[src/rtl/ets_pkg.sv]
// Shared types, character constants and small helper functions for the
// expression token splitter. No dependencies; every other file imports it.
`default_nettype none

package ets_pkg;

    localparam int BYTE_W         = 8;
    localparam int DEPTH_W        = 8;
    localparam int HOLD_DEPTH_DEF = 32;

    localparam logic [BYTE_W-1:0] CH_QUOTE     = 8'h22;
    localparam logic [BYTE_W-1:0] CH_LPAREN    = 8'h28;
    localparam logic [BYTE_W-1:0] CH_RPAREN    = 8'h29;
    localparam logic [BYTE_W-1:0] CH_BACKSLASH = 8'h5C;
    localparam logic [BYTE_W-1:0] CH_GT        = 8'h3E;
    localparam logic [BYTE_W-1:0] CH_LT        = 8'h3C;
    localparam logic [BYTE_W-1:0] CH_EQ        = 8'h3D;
    localparam logic [BYTE_W-1:0] CH_PLUS      = 8'h2B;
    localparam logic [BYTE_W-1:0] CH_MINUS     = 8'h2D;
    localparam logic [BYTE_W-1:0] CH_STAR      = 8'h2A;
    localparam logic [BYTE_W-1:0] CH_SLASH     = 8'h2F;
    localparam logic [BYTE_W-1:0] CH_TAB       = 8'h09;
    localparam logic [BYTE_W-1:0] CH_NEWLINE   = 8'h0A;
    localparam logic [BYTE_W-1:0] CH_SPACE     = 8'h20;

    // Two-bit codes kept in the whitespace hold memory.
    localparam logic [1:0] BLANK_SPACE   = 2'd0;
    localparam logic [1:0] BLANK_TAB     = 2'd1;
    localparam logic [1:0] BLANK_NEWLINE = 2'd2;

    // Commands from the controller to the datapath.
    typedef struct packed {
        logic take;          // an input byte is accepted this cycle
        logic out_char_now;  // load the input character as a result
        logic out_end;       // load a bare end marker
        logic start_flush;   // park the character and begin emitting held blanks
        logic emit_blank;    // load the next held blank as a result
        logic emit_pend;     // load the parked character as a result
    } t_ets_cmd;

    // Status from the datapath to the controller.
    typedef struct packed {
        logic in_blank;      // input byte is whitespace
        logic need_flush;    // input character must be preceded by held blanks
        logic out_valid;     // output register holds a result
        logic flush_last;    // current held blank is the last one
        logic fl_nonzero;    // the flush count is not zero
    } t_ets_status;

    function automatic logic is_op(input logic [BYTE_W-1:0] c);
        return (c == CH_GT) || (c == CH_LT) || (c == CH_EQ) || (c == CH_PLUS) ||
               (c == CH_MINUS) || (c == CH_STAR) || (c == CH_SLASH);
    endfunction

    function automatic logic is_blank(input logic [BYTE_W-1:0] c);
        return (c == CH_SPACE) || (c == CH_TAB) || (c == CH_NEWLINE);
    endfunction

    function automatic logic [1:0] blank_code(input logic [BYTE_W-1:0] c);
        logic [1:0] code;
        case (c)
            CH_TAB:     code = BLANK_TAB;
            CH_NEWLINE: code = BLANK_NEWLINE;
            default:    code = BLANK_SPACE;
        endcase
        return code;
    endfunction

    function automatic logic [BYTE_W-1:0] blank_char(input logic [1:0] code);
        logic [BYTE_W-1:0] c;
        case (code)
            BLANK_TAB:     c = CH_TAB;
            BLANK_NEWLINE: c = CH_NEWLINE;
            default:       c = CH_SPACE;
        endcase
        return c;
    endfunction

endpackage

`default_nettype wire

[src/rtl/ets_ctrl.sv]
// Controller state machine of the expression token splitter.
// Depends on ets_pkg for the command and status structs.
`default_nettype none

module ets_ctrl (
    input  wire logic                i_clk,
    input  wire logic                i_rst_n,
    input  wire logic                i_in_valid,
    input  wire logic                i_final_byte,
    input  wire logic                i_out_stall,
    input  wire ets_pkg::t_ets_status i_status,
    output logic                     o_in_stall,
    output ets_pkg::t_ets_cmd        o_cmd
);
    import ets_pkg::*;

    typedef enum logic [1:0] {
        ST_IDLE,
        ST_FLUSH,
        ST_CHAR
    } t_state;

    t_state r_state;
    t_state n_state;
    logic   slot_free;
    logic   take;

    assign slot_free  = !i_status.out_valid || !i_out_stall;
    assign take       = i_in_valid && (r_state == ST_IDLE) && slot_free;
    assign o_in_stall = !((r_state == ST_IDLE) && slot_free);

    always_comb begin
        o_cmd   = '0;
        n_state = r_state;
        case (r_state)
            ST_IDLE: begin
                if (take) begin
                    o_cmd.take = 1'b1;
                    if (i_status.in_blank) begin
                        o_cmd.out_end = i_final_byte;
                    end else if (i_status.need_flush) begin
                        o_cmd.start_flush = 1'b1;
                        n_state           = ST_FLUSH;
                    end else begin
                        o_cmd.out_char_now = 1'b1;
                    end
                end
            end
            ST_FLUSH: begin
                if (slot_free) begin
                    o_cmd.emit_blank = 1'b1;
                    if (i_status.flush_last) begin
                        n_state = ST_CHAR;
                    end
                end
            end
            ST_CHAR: begin
                if (slot_free) begin
                    o_cmd.emit_pend = 1'b1;
                    n_state         = ST_IDLE;
                end
            end
            default: n_state = ST_IDLE;
        endcase
    end

    always_ff @(posedge i_clk) begin
        if (!i_rst_n) begin
            r_state <= ST_IDLE;
        end else begin
            r_state <= n_state;
        end
    end

    // A flush is only entered with at least one held blank.
    a_flush_nonempty: assert property (@(posedge i_clk) disable iff (!i_rst_n)
        (r_state == ST_FLUSH) |-> i_status.fl_nonzero)
        else $error("flush state with no held blanks");

    // A result is never loaded over one that is still waiting.
    a_no_overwrite: assert property (@(posedge i_clk) disable iff (!i_rst_n)
        (o_cmd.out_char_now || o_cmd.out_end || o_cmd.emit_blank || o_cmd.emit_pend)
        |-> slot_free)
        else $error("result loaded while output register is stalled");

    // At most one result source is selected per cycle.
    a_one_load: assert property (@(posedge i_clk) disable iff (!i_rst_n)
        $onehot0({o_cmd.out_char_now, o_cmd.out_end, o_cmd.emit_blank, o_cmd.emit_pend}))
        else $error("more than one result source selected");

endmodule

`default_nettype wire

[src/rtl/ets_dp.sv]
// Datapath of the expression token splitter: tokenizer state, whitespace
// hold memory, flush counters and the output register. Depends on ets_pkg.
`default_nettype none

module ets_dp #(
    parameter int HOLD_DEPTH = ets_pkg::HOLD_DEPTH_DEF
) (
    input  wire logic                        i_clk,
    input  wire logic                        i_rst_n,
    input  wire logic [ets_pkg::BYTE_W-1:0]  i_text_byte,
    input  wire logic                        i_final_byte,
    input  wire logic                        i_out_stall,
    input  wire ets_pkg::t_ets_cmd           i_cmd,
    output ets_pkg::t_ets_status             o_status,
    output logic                             o_out_valid,
    output logic [ets_pkg::BYTE_W-1:0]       o_out_byte,
    output logic                             o_byte_valid,
    output logic                             o_token_start,
    output logic                             o_blank_overflow,
    output logic                             o_run_last,
    output logic                             o_text_end
);
    import ets_pkg::*;

    localparam int CW = $clog2(HOLD_DEPTH + 1);
    localparam int AW = (HOLD_DEPTH > 1) ? $clog2(HOLD_DEPTH) : 1;

    // Tokenizer state.
    logic               r_inside_quote;
    logic               r_backslash_odd;
    logic [DEPTH_W-1:0] r_paren_depth;
    logic               r_prev_may_end;
    logic               r_token_begun;
    logic [CW-1:0]      r_held_count;
    logic               r_held_overflow;

    // Hold memory and its registered read port.
    logic [1:0]         mem_blanks [HOLD_DEPTH];
    logic [1:0]         r_rd_data;

    // Flush bookkeeping and the parked character.
    logic [CW-1:0]      r_fl_idx;
    logic [CW-1:0]      r_fl_cnt;
    logic               r_fl_ovf;
    logic [BYTE_W-1:0]  r_pend_byte;
    logic               r_pend_fin;

    // Output register.
    logic               r_out_valid;
    logic [BYTE_W-1:0]  r_out_byte;
    logic               r_byte_valid;
    logic               r_token_start;
    logic               r_blank_overflow;
    logic               r_run_last;
    logic               r_text_end;

    logic               in_blank;
    logic               in_op;
    logic               held_nz;
    logic               boundary;
    logic               start_now;
    logic               n_inside_quote;
    logic               n_backslash_odd;
    logic [DEPTH_W-1:0] n_paren_depth;
    logic [CW-1:0]      n_fl_idx;
    logic               flush_last;
    logic               mem_we;
    logic               rd_en;
    logic [AW-1:0]      rd_addr;
    logic               out_load;

    assign in_blank  = is_blank(i_text_byte);
    assign in_op     = is_op(i_text_byte);
    assign held_nz   = (r_held_count != '0);
    assign boundary  = held_nz && r_prev_may_end && !in_op;
    assign start_now = !r_token_begun || boundary;

    assign n_fl_idx   = r_fl_idx + CW'(1);
    assign flush_last = (n_fl_idx == r_fl_cnt);

    assign o_status.in_blank   = in_blank;
    assign o_status.need_flush = r_token_begun && held_nz && !boundary;
    assign o_status.out_valid  = r_out_valid;
    assign o_status.flush_last = flush_last;
    assign o_status.fl_nonzero = (r_fl_cnt != '0);

    // Quote and parenthesis tracking for a non-blank character.
    always_comb begin
        n_inside_quote = r_inside_quote;
        if (i_text_byte == CH_QUOTE) begin
            if (!r_inside_quote) begin
                n_inside_quote = 1'b1;
            end else if (!r_backslash_odd) begin
                n_inside_quote = 1'b0;
            end
        end
        n_backslash_odd = (i_text_byte == CH_BACKSLASH) ? !r_backslash_odd : 1'b0;
        n_paren_depth   = r_paren_depth;
        if (!n_inside_quote) begin
            if ((i_text_byte == CH_LPAREN) && (r_paren_depth != '1)) begin
                n_paren_depth = r_paren_depth + DEPTH_W'(1);
            end else if ((i_text_byte == CH_RPAREN) && (r_paren_depth != '0)) begin
                n_paren_depth = r_paren_depth - DEPTH_W'(1);
            end
        end
    end

    assign mem_we  = i_cmd.take && in_blank && r_token_begun &&
                     (r_held_count < CW'(HOLD_DEPTH));
    assign rd_en   = i_cmd.start_flush || (i_cmd.emit_blank && !flush_last);
    assign rd_addr = i_cmd.start_flush ? '0 : n_fl_idx[AW-1:0];

    always_ff @(posedge i_clk) begin
        if (mem_we) begin
            mem_blanks[r_held_count[AW-1:0]] <= blank_code(i_text_byte);
        end
        if (rd_en) begin
            r_rd_data <= mem_blanks[rd_addr];
        end
    end

    always_ff @(posedge i_clk) begin
        if (!i_rst_n) begin
            r_inside_quote  <= 1'b0;
            r_backslash_odd <= 1'b0;
            r_paren_depth   <= '0;
            r_prev_may_end  <= 1'b0;
            r_token_begun   <= 1'b0;
            r_held_count    <= '0;
            r_held_overflow <= 1'b0;
        end else if (i_cmd.take) begin
            if (i_final_byte) begin
                r_inside_quote  <= 1'b0;
                r_backslash_odd <= 1'b0;
                r_paren_depth   <= '0;
                r_prev_may_end  <= 1'b0;
                r_token_begun   <= 1'b0;
                r_held_count    <= '0;
                r_held_overflow <= 1'b0;
            end else if (in_blank) begin
                r_backslash_odd <= 1'b0;
                if (r_token_begun) begin
                    if (r_held_count < CW'(HOLD_DEPTH)) begin
                        r_held_count <= r_held_count + CW'(1);
                    end else begin
                        r_held_overflow <= 1'b1;
                    end
                end
            end else begin
                r_inside_quote  <= n_inside_quote;
                r_backslash_odd <= n_backslash_odd;
                r_paren_depth   <= n_paren_depth;
                r_prev_may_end  <= (n_paren_depth == '0) && !n_inside_quote && !in_op;
                r_token_begun   <= 1'b1;
                r_held_count    <= '0;
                r_held_overflow <= 1'b0;
            end
        end
    end

    always_ff @(posedge i_clk) begin
        if (i_cmd.start_flush) begin
            r_fl_idx    <= '0;
            r_fl_cnt    <= r_held_count;
            r_fl_ovf    <= r_held_overflow;
            r_pend_byte <= i_text_byte;
            r_pend_fin  <= i_final_byte;
        end else if (i_cmd.emit_blank) begin
            r_fl_idx <= n_fl_idx;
        end
    end

    assign out_load = i_cmd.out_char_now || i_cmd.out_end ||
                      i_cmd.emit_blank || i_cmd.emit_pend;

    always_ff @(posedge i_clk) begin
        if (!i_rst_n) begin
            r_out_valid <= 1'b0;
        end else if (out_load) begin
            r_out_valid <= 1'b1;
        end else if (!i_out_stall) begin
            r_out_valid <= 1'b0;
        end
    end

    always_ff @(posedge i_clk) begin
        if (i_cmd.out_char_now) begin
            r_out_byte       <= i_text_byte;
            r_byte_valid     <= 1'b1;
            r_token_start    <= start_now;
            r_blank_overflow <= 1'b0;
            r_run_last       <= 1'b1;
            r_text_end       <= i_final_byte;
        end else if (i_cmd.out_end) begin
            r_out_byte       <= '0;
            r_byte_valid     <= 1'b0;
            r_token_start    <= 1'b0;
            r_blank_overflow <= 1'b0;
            r_run_last       <= 1'b1;
            r_text_end       <= 1'b1;
        end else if (i_cmd.emit_blank) begin
            r_out_byte       <= blank_char(r_rd_data);
            r_byte_valid     <= 1'b1;
            r_token_start    <= 1'b0;
            r_blank_overflow <= r_fl_ovf;
            r_run_last       <= 1'b0;
            r_text_end       <= 1'b0;
        end else if (i_cmd.emit_pend) begin
            r_out_byte       <= r_pend_byte;
            r_byte_valid     <= 1'b1;
            r_token_start    <= 1'b0;
            r_blank_overflow <= r_fl_ovf;
            r_run_last       <= 1'b1;
            r_text_end       <= r_pend_fin;
        end
    end

    assign o_out_valid      = r_out_valid;
    assign o_out_byte       = r_out_byte;
    assign o_byte_valid     = r_byte_valid;
    assign o_token_start    = r_token_start;
    assign o_blank_overflow = r_blank_overflow;
    assign o_run_last       = r_run_last;
    assign o_text_end       = r_text_end;

    // The hold count never runs past the memory.
    a_hold_bound: assert property (@(posedge i_clk) disable iff (!i_rst_n)
        r_held_count <= CW'(HOLD_DEPTH))
        else $error("held blank count exceeds hold depth");

    // The last byte of a text leaves the tokenizer in its reset state.
    a_final_clears: assert property (@(posedge i_clk) disable iff (!i_rst_n)
        (i_cmd.take && i_final_byte) |=>
        (!r_token_begun && (r_held_count == '0) && (r_paren_depth == '0) && !r_inside_quote))
        else $error("tokenizer state not cleared after final byte");

    // Blanks are only emitted while some remain to be flushed.
    a_flush_range: assert property (@(posedge i_clk) disable iff (!i_rst_n)
        i_cmd.emit_blank |-> (r_fl_idx < r_fl_cnt))
        else $error("blank emitted past the flush count");

endmodule

`default_nettype wire

[src/rtl/expression_token_splitter.sv]
// Top level of the expression token splitter: joins the controller and the
// datapath. Depends on ets_pkg, ets_ctrl and ets_dp.
//
// Usage: expression text enters one byte per transfer on the input channel
// (i_in_valid / o_in_stall, payload i_text_byte and i_final_byte). Results
// leave on the output channel (o_out_valid / i_out_stall), one transfer per
// result: the token bytes with a token-start flag, held whitespace that sits
// inside a token, and a bare end marker when the last byte yields nothing.
// o_run_last marks the last result of an input byte, o_text_end the last
// result of the whole text.
// A byte that yields one result has it in the output register in the cycle
// after its transfer, so plain text flows at one byte per cycle while the
// receiver does not stall. A character that must be preceded by held blanks
// is taken in a transfer that reads the first held blank from the hold memory;
// the held blanks are then emitted, and the character after them. Input
// transfers pause while the held blanks drain.
// A whitespace byte that is held produces no result.
// Reset is synchronous and active low; it clears the tokenizer state, the
// controller and the output valid flag. The hold memory needs no clearing.
// When the receiver stalls, the waiting result holds still and the input
// stalls too until the output register can take another result.
`default_nettype none

module expression_token_splitter #(
    parameter int HOLD_DEPTH = ets_pkg::HOLD_DEPTH_DEF
) (
    input  wire logic                        i_clk,
    input  wire logic                        i_rst_n,
    input  wire logic                        i_in_valid,
    output logic                             o_in_stall,
    input  wire logic [ets_pkg::BYTE_W-1:0]  i_text_byte,
    input  wire logic                        i_final_byte,
    output logic                             o_out_valid,
    input  wire logic                        i_out_stall,
    output logic [ets_pkg::BYTE_W-1:0]       o_out_byte,
    output logic                             o_byte_valid,
    output logic                             o_token_start,
    output logic                             o_blank_overflow,
    output logic                             o_run_last,
    output logic                             o_text_end
);
    import ets_pkg::*;

    t_ets_cmd    cmd;
    t_ets_status status;

    // The controller decides when to accept a byte and which result to load.
    ets_ctrl u_ctrl (
        .i_clk        (i_clk),
        .i_rst_n      (i_rst_n),
        .i_in_valid   (i_in_valid),
        .i_final_byte (i_final_byte),
        .i_out_stall  (i_out_stall),
        .i_status     (status),
        .o_in_stall   (o_in_stall),
        .o_cmd        (cmd)
    );

    // The datapath keeps the quote, backslash and depth tracking, the held
    // whitespace and the output register.
    ets_dp #(
        .HOLD_DEPTH (HOLD_DEPTH)
    ) u_dp (
        .i_clk            (i_clk),
        .i_rst_n          (i_rst_n),
        .i_text_byte      (i_text_byte),
        .i_final_byte     (i_final_byte),
        .i_out_stall      (i_out_stall),
        .i_cmd            (cmd),
        .o_status         (status),
        .o_out_valid      (o_out_valid),
        .o_out_byte       (o_out_byte),
        .o_byte_valid     (o_byte_valid),
        .o_token_start    (o_token_start),
        .o_blank_overflow (o_blank_overflow),
        .o_run_last       (o_run_last),
        .o_text_end       (o_text_end)
    );

endmodule

`default_nettype wire

[config.mk]
export PLATFORM = sky130hd
export DESIGN_NAME = expression_token_splitter
export DESIGN_NICKNAME = d
export VERILOG_FILES = /design/src/rtl/ets_pkg.sv /design/src/rtl/ets_ctrl.sv /design/src/rtl/ets_dp.sv /design/src/rtl/expression_token_splitter.sv
export SDC_FILE = /design/constraint.sdc
export NUM_CORES = 1
export LEC_CHECK = 0
export ABC_AREA = 1
export BUFFER_PORTS_ARGS = -buffer_cell sky130_fd_sc_hd__buf_4
export CAP_MARGIN = 5
export CORE_MARGIN = 2
export CORE_UTILIZATION = 60
export CTS_BUF_LIST = sky130_fd_sc_hd__clkbuf_4 sky130_fd_sc_hd__clkbuf_8
export CTS_CLUSTER_DIAMETER = 200
export DETAILED_ROUTE_END_ITERATION = 12
export PLACE_DENSITY = 0.89
export SLEW_MARGIN = 40
export SYNTH_ARGS = -nofsm -noshare
export SYNTH_HDL_FRONTEND = slang
export SYNTH_SLANG_ARGS = --single-unit
[constraint.sdc]
create_clock -name i_clk -period 4.8 [get_ports i_clk]
set_input_delay 0.48 -clock i_clk [delete_from_list [all_inputs] [get_ports i_clk]]
set_output_delay 0.48 -clock i_clk [all_outputs]
set_load 0.05 [all_outputs]
==> out/summary.txt <==
status = finished clean
die area = 11,300 um^2
worst slack at placement = 2030 ps
Static Leak = 0.00296 uW
FP Rows = 37
maximum VDD drop = 0.228 mV
Worst-path clk slew = 70 ps
CTS HTree Levels = 4
Seq/Total Area, Yosys = 54.0%
drt via density = 5.85
post-cts resize count = 0
grt met2 use = 41.8%
time the worst path needs with I/O delays and setup = 2680 ps
antenna diode count = 0
storage element area = 3380 um^2
number of fill cells = 730
CP max FO = 36
antenna violations before repair = 0
Inserted Clock Buffers = 17
number of clock sinks seen by CTS = 123
layer with the highest usage after global routing = met2
final count of hold timing violations = 0
Final ANT Viol Nets = 0
total standard cell area after synthesis = 6260 um^2
number of cells produced by synthesis = 699
buffering stage count on the worst path with inverters included = 3
number of synthesized register bits = 123
count of TritonRoute iterations in the first routing pass = 5
detailed placement HPWL = 9.55 mm
kind of critical path = reg2reg
final estimated routing congestion in global placement = 0.957
placed inst area = 6520 um^2
final worst setup slack = 2120 ps
TNS Setup = 0 ps
mean cell area of the mapped netlist = 8.96 um^2
top cell family by delay on the critical path = simple AND/OR/NAND/NOR gates
Root Buffer Master = sky130_fd_sc_hd__clkbuf_8
Warnings, synthesis = 0
Vias = 5,127
max_cap viols = 0
overall die width = 106 um
Clock Latency Late Sink = 450 ps
starting density of the core = 61.2%
clock tree skew after final layout = 8.45 ps
Mapped Nets = 722
distinct cell type count after synthesis = 42
met3 track utilization from global routing = 5.76%
I/O pins = 28
power per cell area = 356 nW/um^2
pin count of the biggest net entering global routing = 37
number of buffers inserted for hold repair after clock tree synthesis = 0
cells traversed along the worst timing path = inv_1 > ha_1 > nand4_1 > nand2_1 > nor2_4 > nand2_8 > inv_4 > nor2_4 > inv_2 > nand3_1 > nand3_1 > nand2_1 > nand2_1 > nand2_1
wire length of the first global-routing pass = 22.8 mm
All-Layer GR Usage = 26.1%
met1 Track Usage GR = 33.5%
top achievable clock speed = 373 MHz
Setup crit start kind = flip-flop
final slew viol count = 0
final-report setup violation count = 0
delay of the slowest cell on the worst path = 450 ps
Remaining DRCs = 0
endpoint required time on the critical path = 5010 ps
vias in the first global route = 4,828
layout cells sized above 1 = 13.8%
Final period util = 55.8%
Worst path slowest cell = sky130_fd_sc_hd__dfxtp_1
Final Net Count = 751
number of buffer cells added on primary ports = 27
worst hold-check slack = 224 ps
total wire length after detailed routing = 14.1 mm
final cell area excluding filler cells = 6910 um^2
Core ar. = 10,200 um^2
Die Height = 106 um
CTS tree = built
post-synthesis to final-layout area growth = 10.3%
CP dominant cell by count = sky130_fd_sc_hd__nand2_1
number of buffers inserted to repair setup after CTS = 0
total grt overflow = 0
Crit path arrival time = 2890 ps
type of destination of the critical path = flip-flop
transition time at the pin with the least slew margin = 621 ps
Clock Tree Buf Depth = 2
number of DRC violations after detailed-routing iteration 0 = 631
RSZ-0062 raised after global routing = no
average wire per cell in the routed design = 16.0 um
Max-slew headroom = 58.6%
area used by multi-input combinational logic = 2360 um^2
class of the most critical hold timing path = in2reg
## report_power, final
group	total (uW)	switching [uW]	internal (uW)
logic	388	264	124
registers	1170	16.6	1150
clock network	899	430	469
## layer usage
layer | part of all wire (%) | vias to the layer above
li1 | - | 2386
met1 | 39 | 2382
met2 | 49 | 307
met3 | 9.0 | 52
met4 | 3.3 | 0
met5 | 0 | -
## kinds of logic (layout without fill, tap and decap cells)
logic type               count (synthesis)  after routing  share of synthesized area [%]
AND/OR/NAND/NOR                        365            365                           27.8
buffers and inverters                  124            166                           8.31
flip-flops                             123            123                           54.0
XOR/XNOR                                13             13                           1.94
AO/OA/AOI/OAI                           64             64                           5.97
adder cells (fa/ha/maj)                 10             10                           2.00
## sequential cells by signal, indices dropped and copies added, names as in the netlist, 2 cells and up
register            cells
u_dp.r_pend_byte        8
u_dp.r_fl_cnt           6
u_dp.o_out_byte         8
u_dp.r_rd_data          2
u_dp.r_held_count       6
u_dp.r_paren_depth      8
u_dp.mem_blanks        64
u_dp.r_fl_idx           6
u_ctrl.r_state          2
## worst paths after layout
path	startpoint	endpoint	slack (ps)	cells after the start
setup / recovery	u_dp.r_held_count[0]	u_dp.r_rd_data[0]	2120	14
hold / removal	i_text_byte[6]	u_dp.r_pend_byte[6]	220	1
setup reg to reg	u_dp.r_held_count[0]	u_dp.r_rd_data[0]	2120	14
hold reg to reg	u_dp.r_held_overflow	u_dp.r_fl_ovf	460	0
## per-stage QoR
step / utilization, % / std cells / total power [uW]
6_report: 67.5 / 877 / 2460
5_1_grt: 67.5 / 877 / 2540
4_1_cts: 67.5 / 877 / 2450
3_5_place_dp: 63.7 / 845 / 1570
3_3_place_gp: 63.7 / 845 / 1550
2_1_floorplan: - / 699 / 1490
## cell usage in the layout, fill, tap and decap left out, drive strengths merged, types with 12 or more instances in the layout
| master | count |
|---|---|
| nand2 | 146 |
| inv | 110 |
| nand3 | 104 |
| edfxtp | 92 |
| nor2 | 82 |
| dfxtp | 31 |
| buf | 27 |
| o21ai | 25 |
| a21oi | 18 |
| clkbuf | 18 |
| nand3b | 12 |
## layout make-up
cell class / count / share of cell area (%)
clock inverter: 14 / 2.10
inverter: 107 / 5.87
tap: 136 / 2.46
timing repair buffer: 27 / 2.93
multi-input combinational: 452 / 34.2
clock buffer: 18 / 3.50
sequential: 123 / 49.0
## synth_stat cells, drive strengths merged
cell	number	area share (%)
a21oi	18	1.5
nor2	82	5.6
o211ai	1	0.12
o2111ai	4	0.56
clkinv	1	0.060
xnor2	3	0.42
clkbuf	7	0.44
o22ai	9	0.90
o32ai	2	0.28
nor3b	1	0.30
edfxtp	92	44
ha	10	2.0
nand2	146	10
or2	7	0.70
o21bai	1	0.12
a31oi	2	0.20
inv	106	6.4
o21ai	25	2.1
buf	10	1.4
nand3b	12	1.4
nand4	5	0.50
nor4	4	0.40
a211oi	2	0.24
dfxtp	31	9.9
nand3	104	8.5
nor3	4	0.40
xor2	10	1.5
No activity file was read; power rests on OpenSTA's default activity.
